--- src/rtl/b64u_pkg.sv ---
// b64u_pkg: shared types, register indexes and alphabet functions for the
// unpadded base64 codec. No dependencies.
package b64u_pkg;

  localparam int SYM_W    = 8;
  localparam int SEXTET_W = 6;
  localparam int CFG_IDX_W = 1;

  // Configuration register indexes
  localparam logic [CFG_IDX_W-1:0] REG_DIRECTION = 1'd0;
  localparam logic [CFG_IDX_W-1:0] REG_ALPHABET  = 1'd1;

  typedef enum logic {
    DIR_ENCODE = 1'b0,
    DIR_DECODE = 1'b1
  } dir_t;

  typedef enum logic {
    ALPHA_DIGITS_FIRST = 1'b0,
    ALPHA_STANDARD     = 1'b1
  } alpha_t;

  typedef struct packed {
    logic                ok;
    logic [SEXTET_W-1:0] idx;
  } dec_t;

  // One queued result word: symbol plus run-end flag.
  typedef struct packed {
    logic [SYM_W-1:0] sym;
    logic             last;
  } res_t;

  // Sextet -> alphabet character
  function automatic logic [SYM_W-1:0] enc_char(input logic [SEXTET_W-1:0] idx,
                                                input alpha_t alpha);
    logic [SYM_W-1:0] i8;
    logic [SYM_W-1:0] c;
    i8 = {2'b00, idx};
    if (idx == 6'd62) begin
      c = 8'h2B;                                 // '+'
    end else if (idx == 6'd63) begin
      c = 8'h2F;                                 // '/'
    end else if (alpha == ALPHA_DIGITS_FIRST) begin
      if (idx < 6'd10)      c = i8 + 8'd48;
      else if (idx < 6'd36) c = i8 + 8'd55;
      else                  c = i8 + 8'd61;
    end else begin
      if (idx < 6'd26)      c = i8 + 8'd65;
      else if (idx < 6'd52) c = i8 + 8'd71;
      else                  c = i8 - 8'd4;
    end
    return c;
  endfunction

  // Alphabet character -> sextet, ok low when the character is not in the set
  function automatic dec_t dec_index(input logic [SYM_W-1:0] c, input alpha_t alpha);
    dec_t             r;
    logic [SYM_W-1:0] d;
    r.ok = 1'b1;
    d    = 8'd0;
    if (c == 8'h2B) begin
      d = 8'd62;
    end else if (c == 8'h2F) begin
      d = 8'd63;
    end else if (c >= 8'h30 && c <= 8'h39) begin
      d = (alpha == ALPHA_DIGITS_FIRST) ? c - 8'd48 : c + 8'd4;
    end else if (c >= 8'h41 && c <= 8'h5A) begin
      d = (alpha == ALPHA_DIGITS_FIRST) ? c - 8'd55 : c - 8'd65;
    end else if (c >= 8'h61 && c <= 8'h7A) begin
      d = (alpha == ALPHA_DIGITS_FIRST) ? c - 8'd61 : c - 8'd71;
    end else begin
      r.ok = 1'b0;
    end
    r.idx = d[SEXTET_W-1:0];
    return r;
  endfunction

endpackage

--- src/rtl/base64_unpadded_codec.sv ---
// base64_unpadded_codec: streaming base64 encoder/decoder without padding.
// Depends on b64u_pkg.
//
// Encode (direction 0) takes bytes and emits 1 or 2 alphabet characters per
// byte; the byte marked tlast also flushes any remaining bits as a final
// zero-filled character. Decode (direction 1) takes characters and emits 0 or
// 1 byte; an invalid character halts decoding until the tlast word, and
// leftover bits at tlast are dropped. All stream state clears after the tlast
// word and on a write that changes direction. Each accepted word is processed
// in the cycle it is accepted; its results are registered into a 4-word
// output queue that drives out_*. The output port moves one word per cycle
// while out_tready is high, so throughput is set by result count: decode
// then sustains one character per cycle, encode less, as a byte can yield two.
// in_tready is high while the queue has room for two words, so input keeps
// flowing while results wait on the output side.
module base64_unpadded_codec
  import b64u_pkg::*;
(
  input  logic                 clk,
  input  logic                 rst_n,
  // config write port
  input  logic                 cfg_we,
  input  logic [CFG_IDX_W-1:0] cfg_idx,
  input  logic                 cfg_wdata,
  // input stream
  input  logic                 in_tvalid,
  output logic                 in_tready,
  input  logic [SYM_W-1:0]     in_tdata,   // [7:0] symbol_in
  input  logic                 in_tlast,   // stream_last
  // result stream
  output logic                 out_tvalid,
  input  logic                 out_tready,
  output logic [SYM_W-1:0]     out_tdata,  // [7:0] symbol_out
  output logic                 out_tlast   // run_end
);

  localparam int QDEPTH = 4;
  localparam int QPTR_W = $clog2(QDEPTH);
  localparam int QCNT_W = $clog2(QDEPTH + 1);

  // Config and stream state
  dir_t                direction_r,  direction_nxt;
  alpha_t              alphabet_r,   alphabet_nxt;
  logic [5:0]          bit_buffer_r, bit_buffer_nxt;
  logic [2:0]          bit_count_r,  bit_count_nxt;
  logic                halted_r,     halted_nxt;

  // Output queue
  res_t                q_mem_r [QDEPTH];
  logic [QPTR_W-1:0]   q_wp_r, q_wp_nxt;
  logic [QPTR_W-1:0]   q_rp_r, q_rp_nxt;
  logic [QCNT_W-1:0]   q_cnt_r, q_cnt_nxt;

  logic                in_acc;
  logic                out_acc;

  // Per-word datapath
  logic [2:0]          cnt_c;
  logic [6:0]          cnt_mask;
  logic [5:0]          buf_m;
  // encode
  logic [13:0]         acc_e, acc_e1, acc_e2;
  logic [3:0]          a_e, a_e1, a_e2;
  logic [13:0]         sh_e0, sh_e1, sh_fl;
  // decode
  dec_t                dec;
  logic [11:0]         acc_d, acc_d1, sh_d;
  logic [3:0]          a_d, a_d1;
  // results of this word
  logic [1:0]          res_n;
  res_t                res0, res1;
  logic [5:0]          st_buf;
  logic [2:0]          st_cnt;
  logic                st_halt;

  assign in_acc  = in_tvalid && in_tready;
  assign out_acc = out_tvalid && out_tready;

  // Room for two results is needed before a word is taken.
  assign in_tready  = (q_cnt_r <= QCNT_W'(QDEPTH - 2));
  assign out_tvalid = (q_cnt_r != '0);
  assign out_tdata  = q_mem_r[q_rp_r].sym;
  assign out_tlast  = q_mem_r[q_rp_r].last;

  // Pending bits above bit_count are ignored; count saturates at 6.
  assign cnt_c    = (bit_count_r > 3'd6) ? 3'd6 : bit_count_r;
  assign cnt_mask = (7'd1 << cnt_c) - 7'd1;
  assign buf_m    = bit_buffer_r & cnt_mask[5:0];

  always_comb begin
    // encode path: up to two sextets plus the tlast flush
    acc_e  = {buf_m, in_tdata};
    a_e    = {1'b0, cnt_c} + 4'd8;
    a_e1   = a_e - 4'd6;
    sh_e0  = acc_e >> a_e1;
    acc_e1 = acc_e & ((14'd1 << a_e1) - 14'd1);
    a_e2   = a_e1 - 4'd6;
    sh_e1  = acc_e1 >> a_e2;
    acc_e2 = acc_e1 & ((14'd1 << a_e2) - 14'd1);
    sh_fl  = acc_e1 << (4'd6 - a_e1);

    // decode path
    dec    = dec_index(in_tdata, alphabet_r);
    acc_d  = {buf_m, dec.idx};
    a_d    = {1'b0, cnt_c} + 4'd6;
    a_d1   = a_d - 4'd8;
    sh_d   = acc_d >> a_d1;
    acc_d1 = acc_d & ((12'd1 << a_d1) - 12'd1);

    res_n   = 2'd0;
    res0    = '0;
    res1    = '0;
    st_buf  = bit_buffer_r;
    st_cnt  = bit_count_r;
    st_halt = halted_r;

    if (direction_r == DIR_ENCODE) begin
      res0.sym = enc_char(sh_e0[5:0], alphabet_r);
      if (a_e1 >= 4'd6) begin
        res_n     = 2'd2;
        res1.sym  = enc_char(sh_e1[5:0], alphabet_r);
        res1.last = 1'b1;
        st_buf    = acc_e2[5:0];
        st_cnt    = a_e2[2:0];
      end else begin
        st_buf = acc_e1[5:0];
        st_cnt = a_e1[2:0];
        if (in_tlast && a_e1 != 4'd0) begin
          res_n     = 2'd2;
          res1.sym  = enc_char(sh_fl[5:0], alphabet_r);
          res1.last = 1'b1;
        end else begin
          res_n     = 2'd1;
          res0.last = 1'b1;
        end
      end
    end else if (!halted_r) begin
      if (!dec.ok) begin
        st_halt = 1'b1;        // invalid character: stop until tlast
      end else if (a_d >= 4'd8) begin
        res_n     = 2'd1;
        res0.sym  = sh_d[7:0];
        res0.last = 1'b1;
        st_buf    = acc_d1[5:0];
        st_cnt    = a_d1[2:0];
      end else begin
        st_buf = acc_d[5:0];
        st_cnt = a_d[2:0];
      end
    end

    // end of string clears the bit buffer and count, halted included
    if (in_tlast) begin
      st_buf  = '0;
      st_cnt  = '0;
      st_halt = 1'b0;
    end
  end

  // Next-state: stream state and config
  always_comb begin
    direction_nxt  = direction_r;
    alphabet_nxt   = alphabet_r;
    bit_buffer_nxt = bit_buffer_r;
    bit_count_nxt  = bit_count_r;
    halted_nxt     = halted_r;

    if (in_acc) begin
      bit_buffer_nxt = st_buf;
      bit_count_nxt  = st_cnt;
      halted_nxt     = st_halt;
    end

    if (cfg_we) begin
      unique case (cfg_idx)
        REG_DIRECTION: begin
          direction_nxt = dir_t'(cfg_wdata);
          if (dir_t'(cfg_wdata) != direction_r) begin
            bit_buffer_nxt = '0;
            bit_count_nxt  = '0;
            halted_nxt     = 1'b0;
          end
        end
        REG_ALPHABET: alphabet_nxt = alpha_t'(cfg_wdata);
        default: ;
      endcase
    end
  end

  // Next-state: queue pointers
  always_comb begin
    logic [1:0] push_n;
    push_n    = in_acc ? res_n : 2'd0;
    q_wp_nxt  = q_wp_r + QPTR_W'(push_n);
    q_rp_nxt  = q_rp_r + QPTR_W'(out_acc);
    q_cnt_nxt = q_cnt_r + QCNT_W'(push_n) - QCNT_W'(out_acc);
  end

  always_ff @(posedge clk) begin
    if (!rst_n) begin
      direction_r  <= DIR_ENCODE;
      alphabet_r   <= ALPHA_DIGITS_FIRST;
      bit_buffer_r <= '0;
      bit_count_r  <= '0;
      halted_r     <= 1'b0;
      q_wp_r       <= '0;
      q_rp_r       <= '0;
      q_cnt_r      <= '0;
    end else begin
      direction_r  <= direction_nxt;
      alphabet_r   <= alphabet_nxt;
      bit_buffer_r <= bit_buffer_nxt;
      bit_count_r  <= bit_count_nxt;
      halted_r     <= halted_nxt;
      q_wp_r       <= q_wp_nxt;
      q_rp_r       <= q_rp_nxt;
      q_cnt_r      <= q_cnt_nxt;
    end
  end

  // Queue storage, payload only
  always_ff @(posedge clk) begin
    if (in_acc && res_n != 2'd0) begin
      q_mem_r[q_wp_r] <= res0;
    end
    if (in_acc && res_n == 2'd2) begin
      q_mem_r[q_wp_r + QPTR_W'(1)] <= res1;
    end
  end

endmodule

--- config.mk ---
export PLATFORM = sky130hd
export DESIGN_NAME = base64_unpadded_codec
export DESIGN_NICKNAME = d
export VERILOG_FILES = /design/src/rtl/b64u_pkg.sv /design/src/rtl/base64_unpadded_codec.sv
export SDC_FILE = /design/constraint.sdc
export NUM_CORES = 1
export LEC_CHECK = 0
export CORE_MARGIN = 4
export CORE_UTILIZATION = 60
export DETAILED_ROUTE_END_ITERATION = 8
export DONT_BUFFER_PORTS = 1
export GPL_TIMING_DRIVEN = 0
export PLACE_DENSITY = 0.76
export SLEW_MARGIN = 10
export SYNTH_ARGS = -nofsm -noshare
export SYNTH_HDL_FRONTEND = slang
export SYNTH_SLANG_ARGS = --single-unit
--- constraint.sdc ---
create_clock -name clk -period 6.65 [get_ports clk]
set_input_delay 1.33 -clock clk [delete_from_list [all_inputs] [get_ports clk]]
set_output_delay 1.33 -clock clk [all_outputs]
set_load 0.01 [all_outputs]
==> results.md, run 1 <==
- Status: completed
- Fin crit share: 0.941
- Cell count after synthesis: 963
- Io pins: 27
- DP HPWL: about 19000 um
- Worst EP required: ~6.7 ns
- Critical path arrival: ~6.3 ns
- Seq cells post-synth: between 50 and 60
- Worst vdd ir: ~0.11 mV
- Post-placement cell count: roughly 1.1k
- Post-synth EDFFs: 36
- Worst Setup End Kind: flip-flop
- Remaining DRCs: 0
- Vias/cell: approximately 6.8
- N_diodes: 0
- CTS Buffer Depth: 2
- Fillers: about 1.1k
- Antenna Violating Nets Remaining: 0
- Crit-path most repeated cell: ha_1
- TritonCTS Sinks: 55
- Max cap viols: 0
- Routed length per instance: 21.8 um
- H-tree levels: 2
- YS warnings: 0
- Global router's overall resource usage: 0.336
- Root Buffer: clkbuf_16
- Dpl ws: -0.304 ns
- RSZ-0062 raised after global routing: false
- CP max stage delay: roughly 0.44 ns
- Clock Skews: approximately 0.008 ns
- Buffers on Ports: 0
- Post-CTS Setup Bufs: 0
- Area Growth Syn to Fin: 5.45%
- First-pass GRT wire length: 39200 um
- Initial antenna violation count: 0
- Initial core utilization: 0.612
- Slew Viols, Final: 0
- Final worst-path setup slack: between 0.3 and 0.4 ns
- Sequential fraction of the synthesis area: 0.190
- Endpoints failing hold: 0
- Primary FF master, synth: edfxtp_1
- Row count: between 40 and 50
- Netlist Area Pre-Place: 0.00770 mm2
- Worst-margin pin slew: about 1.2 ns
- Vias in the first global route: approximately 7.1k
- Fraction of layout cells with a size suffix above 1: 0.101
- Mapped Nets: roughly 1.0k
- Final WL: ~25000 um
- Gp weighted congestion: roughly 1.1
- CTS Buf Count: 5
- # setup viols final: 0
- # nets final: 1055
- Clock latency on the worst-skew pair: 0.29 ns
- Hold_buf cts: 0
- Fmax: 160 MHz
- Post-synth ARST share: 0
- Pin count of the biggest net entering global routing: 19
- DRT Pass-1 Iters: 6
- PnR Total Power: approximately 1800 uW
- Initial DRC count: 1064
- HP Class: flip-flop to flip-flop
- DIE AREA: around 0.015 mm2
- Power per cell area: approximately 220 mW/mm2
- Count of different cell masters after synthesis: a little over 90
- Layout Cells excl Fill: between 1k and 1.5k
- Core area: around 0.013 mm2
- Crit Path Category: flip-flop to flip-flop
- CP max FO: 11
- Crit-path slowest cell: dfxtp_4
- Leak: 0.00317 uW
- Die W: roughly 120 um
- DP Area: between 0.007 and 0.008 mm2
- Relative slew slack: 0.166
- CTS tree: built
- Remaining global-route overflow: 0
- Vias post-DR: between 7k and 8k
- Design Area, Final: about 0.0081 mm2
- Final Util: 0.646
- Die Span Y: between 100 and 150 um
- Min cycle time layout: between 6 and 7 ns
- Critical path startpoint category: flip-flop
- Mapped Avg Cell Area: approximately 8 um2
- Clk pin slew, worst setup/hold paths: ~0.070 ns
[layer usage]
metal,share of wire,up-vias,global-route usage
met3,0.094,100,0.0448
met4,0.047,0,0.130
met2,0.45,492,0.548
li1,-,3595,-
met5,0,-,0
met1,0.41,3615,0.453
[cells in the final DEF, fill, tap and decap left out, types with 15 or more instances in the layout]
cell / n
nand2_1: 77
nor2_1: 69
ha_1: 62
a21oi_1: 59
inv_1: 53
o21ai_0: 52
mux2i_1: 37
edfxtp_1: 36
clkbuf_1: 35
xnor2_1: 27
nor3_1: 26
nor2b_1: 24
nand3_1: 24
buf_2: 23
o211ai_1: 23
nand2b_1: 21
dfxtp_1: 17
or3_1: 15
a31oi_1: 15
[report_power, final]
| group | switching (uW) | internal (uW) | total, uW |
|---|---|---|---|
| combinational | 630 | 394 | 1020 |
| clock | 122 | 165 | 286 |
| sequential | 23.8 | 462 | 486 |
[per-stage QoR]
stage,hold WS (ns),TNS [ns]
after global routing,0.593,0
final,0.593,0
after floorplan,0.482,0
after CTS,0.581,0
after global placement,0.542,-2.76
after detailed placement,0.570,-2.38
[repair_timing]
item,4_1_cts,5_1_grt
gates resized for setup,5,9
cloned,0,0
endpoints found under the setup margin,15,20
[sequential cells by signal (all words and copies together), names as in the netlist]
signal        count
q_wp_r            2
q_cnt_r           3
q_rp_r            2
q_mem_r          36
bit_count_r       3
alphabet_r        1
halted_r          1
direction_r       1
bit_buffer_r      6
[critical path: cells and delay by family, from the launching register on]
kind | cells | cell delay (ns)
AO/OA/AOI/OAI | 9 | 2.04
flip-flops | 1 | 0.44
AND/OR/NAND/NOR | 4 | 0.90
adder cells (fa/ha/maj) | 4 | 1.17
XOR/XNOR | 1 | 0.10
buffers and inverters | 6 | 0.97
multiplexers | 1 | 0.36
[kinds of logic (layout without fill, tap and decap cells)]
logic type,count (synthesis),in the layout,share of synthesized area
xor gates and xnor gates,32,32,0.0364
and+or+nand+nor,327,327,0.218
AOI/OAI and AO/OA,292,292,0.269
muxes,57,57,0.0940
DFF,55,55,0.190
adders and majority gates,69,69,0.119
buffers and inverters,131,139,0.0735
[Yosys cell counts, types with 7 or more instances]
library cell  instances  area [um2]
clkbuf_1             36         135
nand2b_1             21         131
o211ai_1             23         173
xnor2_1              27         236
mux2i_1              37         370
a211oi_1             15         113
buf_2                23         115
a22oi_1               8        60.1
nor3_1               26         130
nand2_1              77         289
mux4_2               11         248
a21o_1                7        52.6
inv_1                53         199
nand3_1              24         120
edfxtp_1             36        1080
and3_1                9        56.3
nor2b_1              24         150
a21oi_1              59         295
nor2_1               71         267
mux2_2                7        78.8
a211o_1               7        61.3
fa_1                  7         140
dfxtp_1              19         380
a31oi_1              15        93.8
and2_1               14        87.6
or3_1                15        93.8
a32oi_1               7        61.3
o21ai_0              53         265
ha_1                 62         776
[final cells by class]
cell class | instances | area, um2 | share of cell area
plain buffers | 72 | 348 | 0.0429
multi-input cells | 777 | 5700 | 0.702
inverters | 59 | 223 | 0.0274
clock buffers | 6 | 150 | 0.0185
flip-flops and latches | 55 | 1470 | 0.181
clock inverters | 2 | 17.5 | 0.00216
well taps | 172 | 215 | 0.0265
[final timing paths]
| kind | from | endpoint | slack [ns] | cells past startpoint |
|---|---|---|---|---|
| hold reg to reg | halted_r$_SDFF_PN0_ | halted_r$_SDFF_PN0_ | 0.59 | 2 |
| setup reg to reg | bit_count_r[2]$_SDFF_PN0_ | q_mem_r[2][6]$_DFFE_PP_ | 0.39 | 25 |
| hold / removal | halted_r$_SDFF_PN0_ | halted_r$_SDFF_PN0_ | 0.59 | 2 |
| setup / recovery | bit_count_r[2]$_SDFF_PN0_ | q_mem_r[2][6]$_DFFE_PP_ | 0.39 | 25 |
(Power assumes the default switching activity.)
==> run 2, diff against run 1 <==
--- a/config.mk
+++ b/config.mk
@@ -10,6 +10,7 @@
 export DETAILED_ROUTE_END_ITERATION = 8
 export DONT_BUFFER_PORTS = 1
 export GPL_TIMING_DRIVEN = 0
+export MAX_ROUTING_LAYER = met4
 export PLACE_DENSITY = 0.76
 export SLEW_MARGIN = 10
 export SYNTH_ARGS = -nofsm -noshare
==> results.md, run 2 (synthesis results as in run 1) <==
- Status: completed
- Vias in the first global route: ~7k
- HP Class: flip-flop to flip-flop
- Power per cell area: about 220 mW/mm2
- Hold path depth: 2
- Design Area, Final: between 0.008 and 0.009 mm2
- CTS Buf Count: 5
- Pin count of the biggest net entering global routing: 19
- Dpl ws: -0.368 ns
- CP max stage delay: ~0.44 ns
- CP max FO: 11
- Endpoints failing hold: 0
- DP HPWL: about 19000 um
- DIE AREA: around 0.015 mm2
- Commonest non-fill, non-tap cell in the layout: nand2_1
- Global router's overall resource usage: 0.344
- Top Registers: q_mem_r: 36 flops, bit_buffer_r: 6 flops
- Io pins: 27
- Worst-margin pin slew: roughly 1.2 ns
- # nets final: 1055
- Root Buffer: clkbuf_16
- Die Span Y: 121 um
- Final worst-path setup slack: roughly 0.30 ns
- Row count: 41
- CTS Buffer Depth: 2
- Post-placement cell count: 1135
- H-tree levels: 2
- Clock Skews: around 0.013 ns
- Buffers on Ports: 0
- DP Area: about 0.0079 mm2
- Max reg flops: 36
- Gp weighted congestion: ~1.1
- Min cycle time layout: between 6 and 7 ns
- Fmax: around 160 MHz
- Worst Setup End Kind: flip-flop
- Worst vdd ir: between 0.1 and 0.15 mV
- Slew Viols, Final: 0
- DRT Pass-1 Iters: 6
- Crit-path most repeated cell: ha_1
- Initial DRC count: around 1.1k
- Critical path arrival: approximately 6.4 ns
- Clk pin slew, worst setup/hold paths: approximately 0.070 ns
- Critical path startpoint category: flip-flop
- Area Growth Syn to Fin: 5.41%
- TritonCTS Sinks: 55
- Final Util: 0.646
- Fraction of layout cells with a size suffix above 1: 0.101
- Worst EP required: ~6.7 ns
- Max cap viols: 0
- Remaining global-route overflow: 0
- N_diodes: 0
- Initial core utilization: 0.612
- Fin crit share: 0.954
- Largest Register: q_mem_r
- Leak: ~0.0032 uW
- Core area: about 0.013 mm2
- # setup viols final: 0
- Cell depth of the worst flop-to-flop path: 25
- Crit Path Category: flip-flop to flip-flop
- Relative slew slack: 0.223
- Commonest cells after routing, fill and taps aside: nand2_1 (77), nor2_1 (69), ha_1 (62)
- Vias post-DR: slightly below 8k
- Final WL: between 20000 and 25000 um
- Layout Cells excl Fill: about 1.1k
- Remaining DRCs: 0
- Vias/cell: approximately 6.8
- CTS tree: built
- Initial antenna violation count: 0
- Antenna Violating Nets Remaining: 0
- Crit-path slowest cell: dfxtp_4
- Die W: approximately 120 um
- First-pass GRT wire length: about 39000 um
- Routed length per instance: about 22 um
- Clock latency on the worst-skew pair: ~0.29 ns
==> run 2: cell types whose count changed in the layout (fill, tap and decap cells not counted), sizes merged <==
cell	change
clkinvlp	+1
clkinv	-1
==> run 2: report_power, final <==
part,internal [uW],leakage [uW],total [uW],switching (uW)
Combinational,393,0.00260,1020,626
Clock,164,0.0000786,283,119
Sequential,462,0.000491,484,22.2
Total,1020,0.00317,1790,767
==> run 2: worst paths after layout <==
path	from	endpoint	slack, ns
max	bit_count_r[2]$_SDFF_PN0_	q_mem_r[0][6]$_DFFE_PP_	0.30
max reg2reg	bit_count_r[2]$_SDFF_PN0_	q_mem_r[0][6]$_DFFE_PP_	0.30
min	bit_buffer_r[2]$_SDFF_PN0_	bit_buffer_r[2]$_SDFF_PN0_	0.57
min reg2reg	bit_buffer_r[2]$_SDFF_PN0_	bit_buffer_r[2]$_SDFF_PN0_	0.57
==> run 2: area by class of cell <==
| type | instances | area [um2] |
|---|---|---|
| sequential | 55 | 1470 |
| clock inverter | 2 | 16.3 |
| multi-input combinational | 777 | 5700 |
| tap | 172 | 215 |
| clock buffer | 6 | 150 |
| buffer | 72 | 348 |
| fill | 1131 | 4450 |
| inverter | 59 | 223 |
==> run 2: critical path, delay by kind of cell, from the launching register on <==
| kind | cells | cell delay (ns) |
|---|---|---|
| compound gates | 9 | 2.11 |
| fa+ha+maj | 4 | 1.16 |
| buf+inv | 6 | 0.99 |
| simple gates | 4 | 0.92 |
| flops | 1 | 0.44 |
| mux | 1 | 0.36 |
| xor+xnor | 1 | 0.10 |
==> run 2: repair_timing <==
action,in CTS,in global routing
resized for setup,5,8
setup buffers,0,0
hold buffers,0,0
endpoints found under the setup margin,16,16
==> run 2: routing by layer <==
metal	wire, um	vias up	GRT usage
li1	-	3596	-
met1	9940	3622	0.453
met2	11500	464	0.548
met3	2470	83	0.0415
met4	989	0	0.127
met5	0	-	-
==> run 2: stage by stage <==
step	hold slack [ns]	TNS (ns)	total power, uW
floorplan	0.482	0	1250
global placement	0.543	-2.14	1470
detailed placement	0.554	-2.49	1490
CTS	0.564	0	1770
global route	0.598	-0.00416	1900
finish	0.569	0	1790
==> run 3, diff against run 2 <==
--- a/config.mk
+++ b/config.mk
@@ -5,7 +5,8 @@
 export SDC_FILE = /design/constraint.sdc
 export NUM_CORES = 1
 export LEC_CHECK = 0
-export CORE_MARGIN = 4
+export CORE_ASPECT_RATIO = 1.5
+export CORE_MARGIN = 3
 export CORE_UTILIZATION = 60
 export DETAILED_ROUTE_END_ITERATION = 8
 export DONT_BUFFER_PORTS = 1
==> results.md, run 3 (synthesis results as in run 1) <==
- Status: completed
- Min cycle time layout: 6.36 ns
- Setup TNS: 0 ns
- Met2 Use GR: 0.645
- DIE AREA: between 0.01 and 0.015 mm2
- Area of the multi-input gates: between 0.005 and 0.006 mm2
- HP Class: flip-flop to flip-flop
- Power per cell area: 224 mW/mm2
- Critical path startpoint category: flip-flop
- Routed length per instance: approximately 24 um
- Slew Viols, Final: 0
- Die Span Y: about 140 um
- Final Util: 0.650
- Clock Skews: 0.0150 ns
- Logic pwr share: 0.574
- Row count: 50
- Leak: around 0.0032 uW
- Worst Setup End Kind: flip-flop
- Met3 Usage GRT: 0.0441
- R2R setup slack: between 0.2 and 0.3 ns
- Vias post-DR: 7789
- Pin count of the biggest net entering global routing: 21
- N_diodes: 0
- Largest Register: q_mem_r
- Worst vdd ir: 0.126 mV
- CTS Buf Count: 5
- Global router's overall resource usage: 0.381
- Initial DRC count: 507
- TritonCTS Sinks: 55
- Register Area: roughly 0.0015 mm2
- Endpoints failing hold: 0
- Remaining global-route overflow: 0
- CTS tree: built
- Relative slew slack: 0.336
- Root Buffer: clkbuf_16
- GR peak layer: met2
- CP max FO: 11
- Final WL: roughly 27000 um
- Worst EP required: about 6.7 ns
- Antenna Violating Nets Remaining: 0
- Switch Pwr: 813 uW
- H-tree levels: 2
- Top Registers: q_mem_r: 36 flops, bit_buffer_r: 6 flops
- DP HPWL: between 20000 and 25000 um
- Remaining DRCs: 0
- Met1 usage: 0.420
- Crit-path slowest cell: dfxtp_4
- Fillers: 1132
- Area Growth Syn to Fin: 5.58%
- Critical path arrival: between 6 and 7 ns
- Clock share of power: 0.160
- Commonest non-fill, non-tap cell in the layout: nand2_1
- Hold_buf cts: 0
- Initial core utilization: 0.615
- Commonest cells after routing, fill and taps aside: nand2_1 (77), nor2_1 (69), ha_1 (62)
- Initial antenna violation count: 0
- Max reg flops: 36
- Min-delay src: q_wp_r[0]$_SDFF_PN0_
- CP max stage delay: between 0.4 and 0.5 ns
- Crit-path most repeated cell: ha_1
- CTS Buffer Depth: 2
- Die W: 98.5 um
- Final Hold Slack: around 0.6 ns
- Crit Path Category: flip-flop to flip-flop
- Internal cell power: about 1000 uW
- Clock latency on the worst-skew pair: between 0.3 and 0.4 ns
- # nets final: approximately 1.1k
- Fin crit share: 0.957
- Crit path from: bit_count_r[2]$_SDFF_PN0_
- Gp weighted congestion: around 1.1
- Worst-margin pin slew: between 0.9 and 1 ns
- Sequential share of power: 0.266
- Max cap viols: 0
- Sw Share: 0.446
- Buffers on Ports: 0
- Vias/cell: around 7
- # setup viols final: 0
- Fraction of layout cells with a size suffix above 1: 0.106
- DRT Pass-1 Iters: 5
- Clk pin slew, worst setup/hold paths: approximately 0.08 ns
- Core area: roughly 0.013 mm2
- Io pins: 27
- First-pass GRT wire length: ~42000 um
- Crit Reg-Reg Startpoint: bit_count_r[2]$_SDFF_PN0_
- Vias in the first global route: between 7k and 8k
- Fmax: approximately 160 MHz
==> run 3: changes by cell type in the layout (fill, tap and decap cells not counted), sizes merged <==
cell	change
buf	+2
clkinv	+1
clkbuf	-1
==> run 3: metal layers <==
metal  wire, um  vias up
met5          0        -
met4       2150        0
met3       1770      134
met2      13100      420
met1       9500     3631
li1           -     3604
==> run 3: critical path: cells and delay by family (launching register included) <==
family / cells / cell delay [ns]
AO/OA/AOI/OAI: 9 / 2.08
adder cells (fa/ha/maj): 4 / 1.18
buffers and inverters: 6 / 1.00
AND/OR/NAND/NOR: 4 / 0.94
flip-flops: 1 / 0.45
multiplexers: 1 / 0.35
XOR/XNOR: 1 / 0.10
==> run 3: cell type report <==
type | count | area share
Multi-Input combinational cell | 777 | 0.703
Sequential cell | 55 | 0.180
Buffer | 72 | 0.0428
Inverter | 59 | 0.0280
Tap cell | 156 | 0.0240
Clock buffer | 5 | 0.0154
Clock inverter | 3 | 0.00416
Timing Repair Buffer | 2 | 0.00185
==> run 3: repair_timing <==
item | 4_1_cts | 5_1_grt
endpoints found under the setup margin | 20 | 11
buffers inserted | 0 | 2
gates resized for setup | 7 | 12
gates cloned | 0 | 0
==> run 3: worst paths after layout <==
path	to	depth (start not counted)
setup / recovery	q_mem_r[1][6]$_DFFE_PP_	25
hold / removal	q_wp_r[0]$_SDFF_PN0_	2
setup reg to reg	q_mem_r[1][6]$_DFFE_PP_	25
hold reg to reg	q_wp_r[0]$_SDFF_PN0_	2
==> run 3: stage by stage <==
stage               power (uW)  setup WS, ns  instances  area, um2
finish                    1820         0.286       1129       8130
global route              1930      -0.00493       1129       8130
CTS                       1790        0.0284       1127       8070
detailed placement        1490        -0.557       1119       7890
global placement          1470        -0.512       1119       7890
floorplan                 1250          1.15        963       7700
==> run 3: power groups by stage <==
stage                     Clock, uW  Combinational [uW]  Sequential, uW
after floorplan                   0                 765             483
after global placement            0                 978             490
after detailed placement          0                1000             493
after CTS                       285                1010             485
after global routing            302                1140             489
final                           291                1050             485
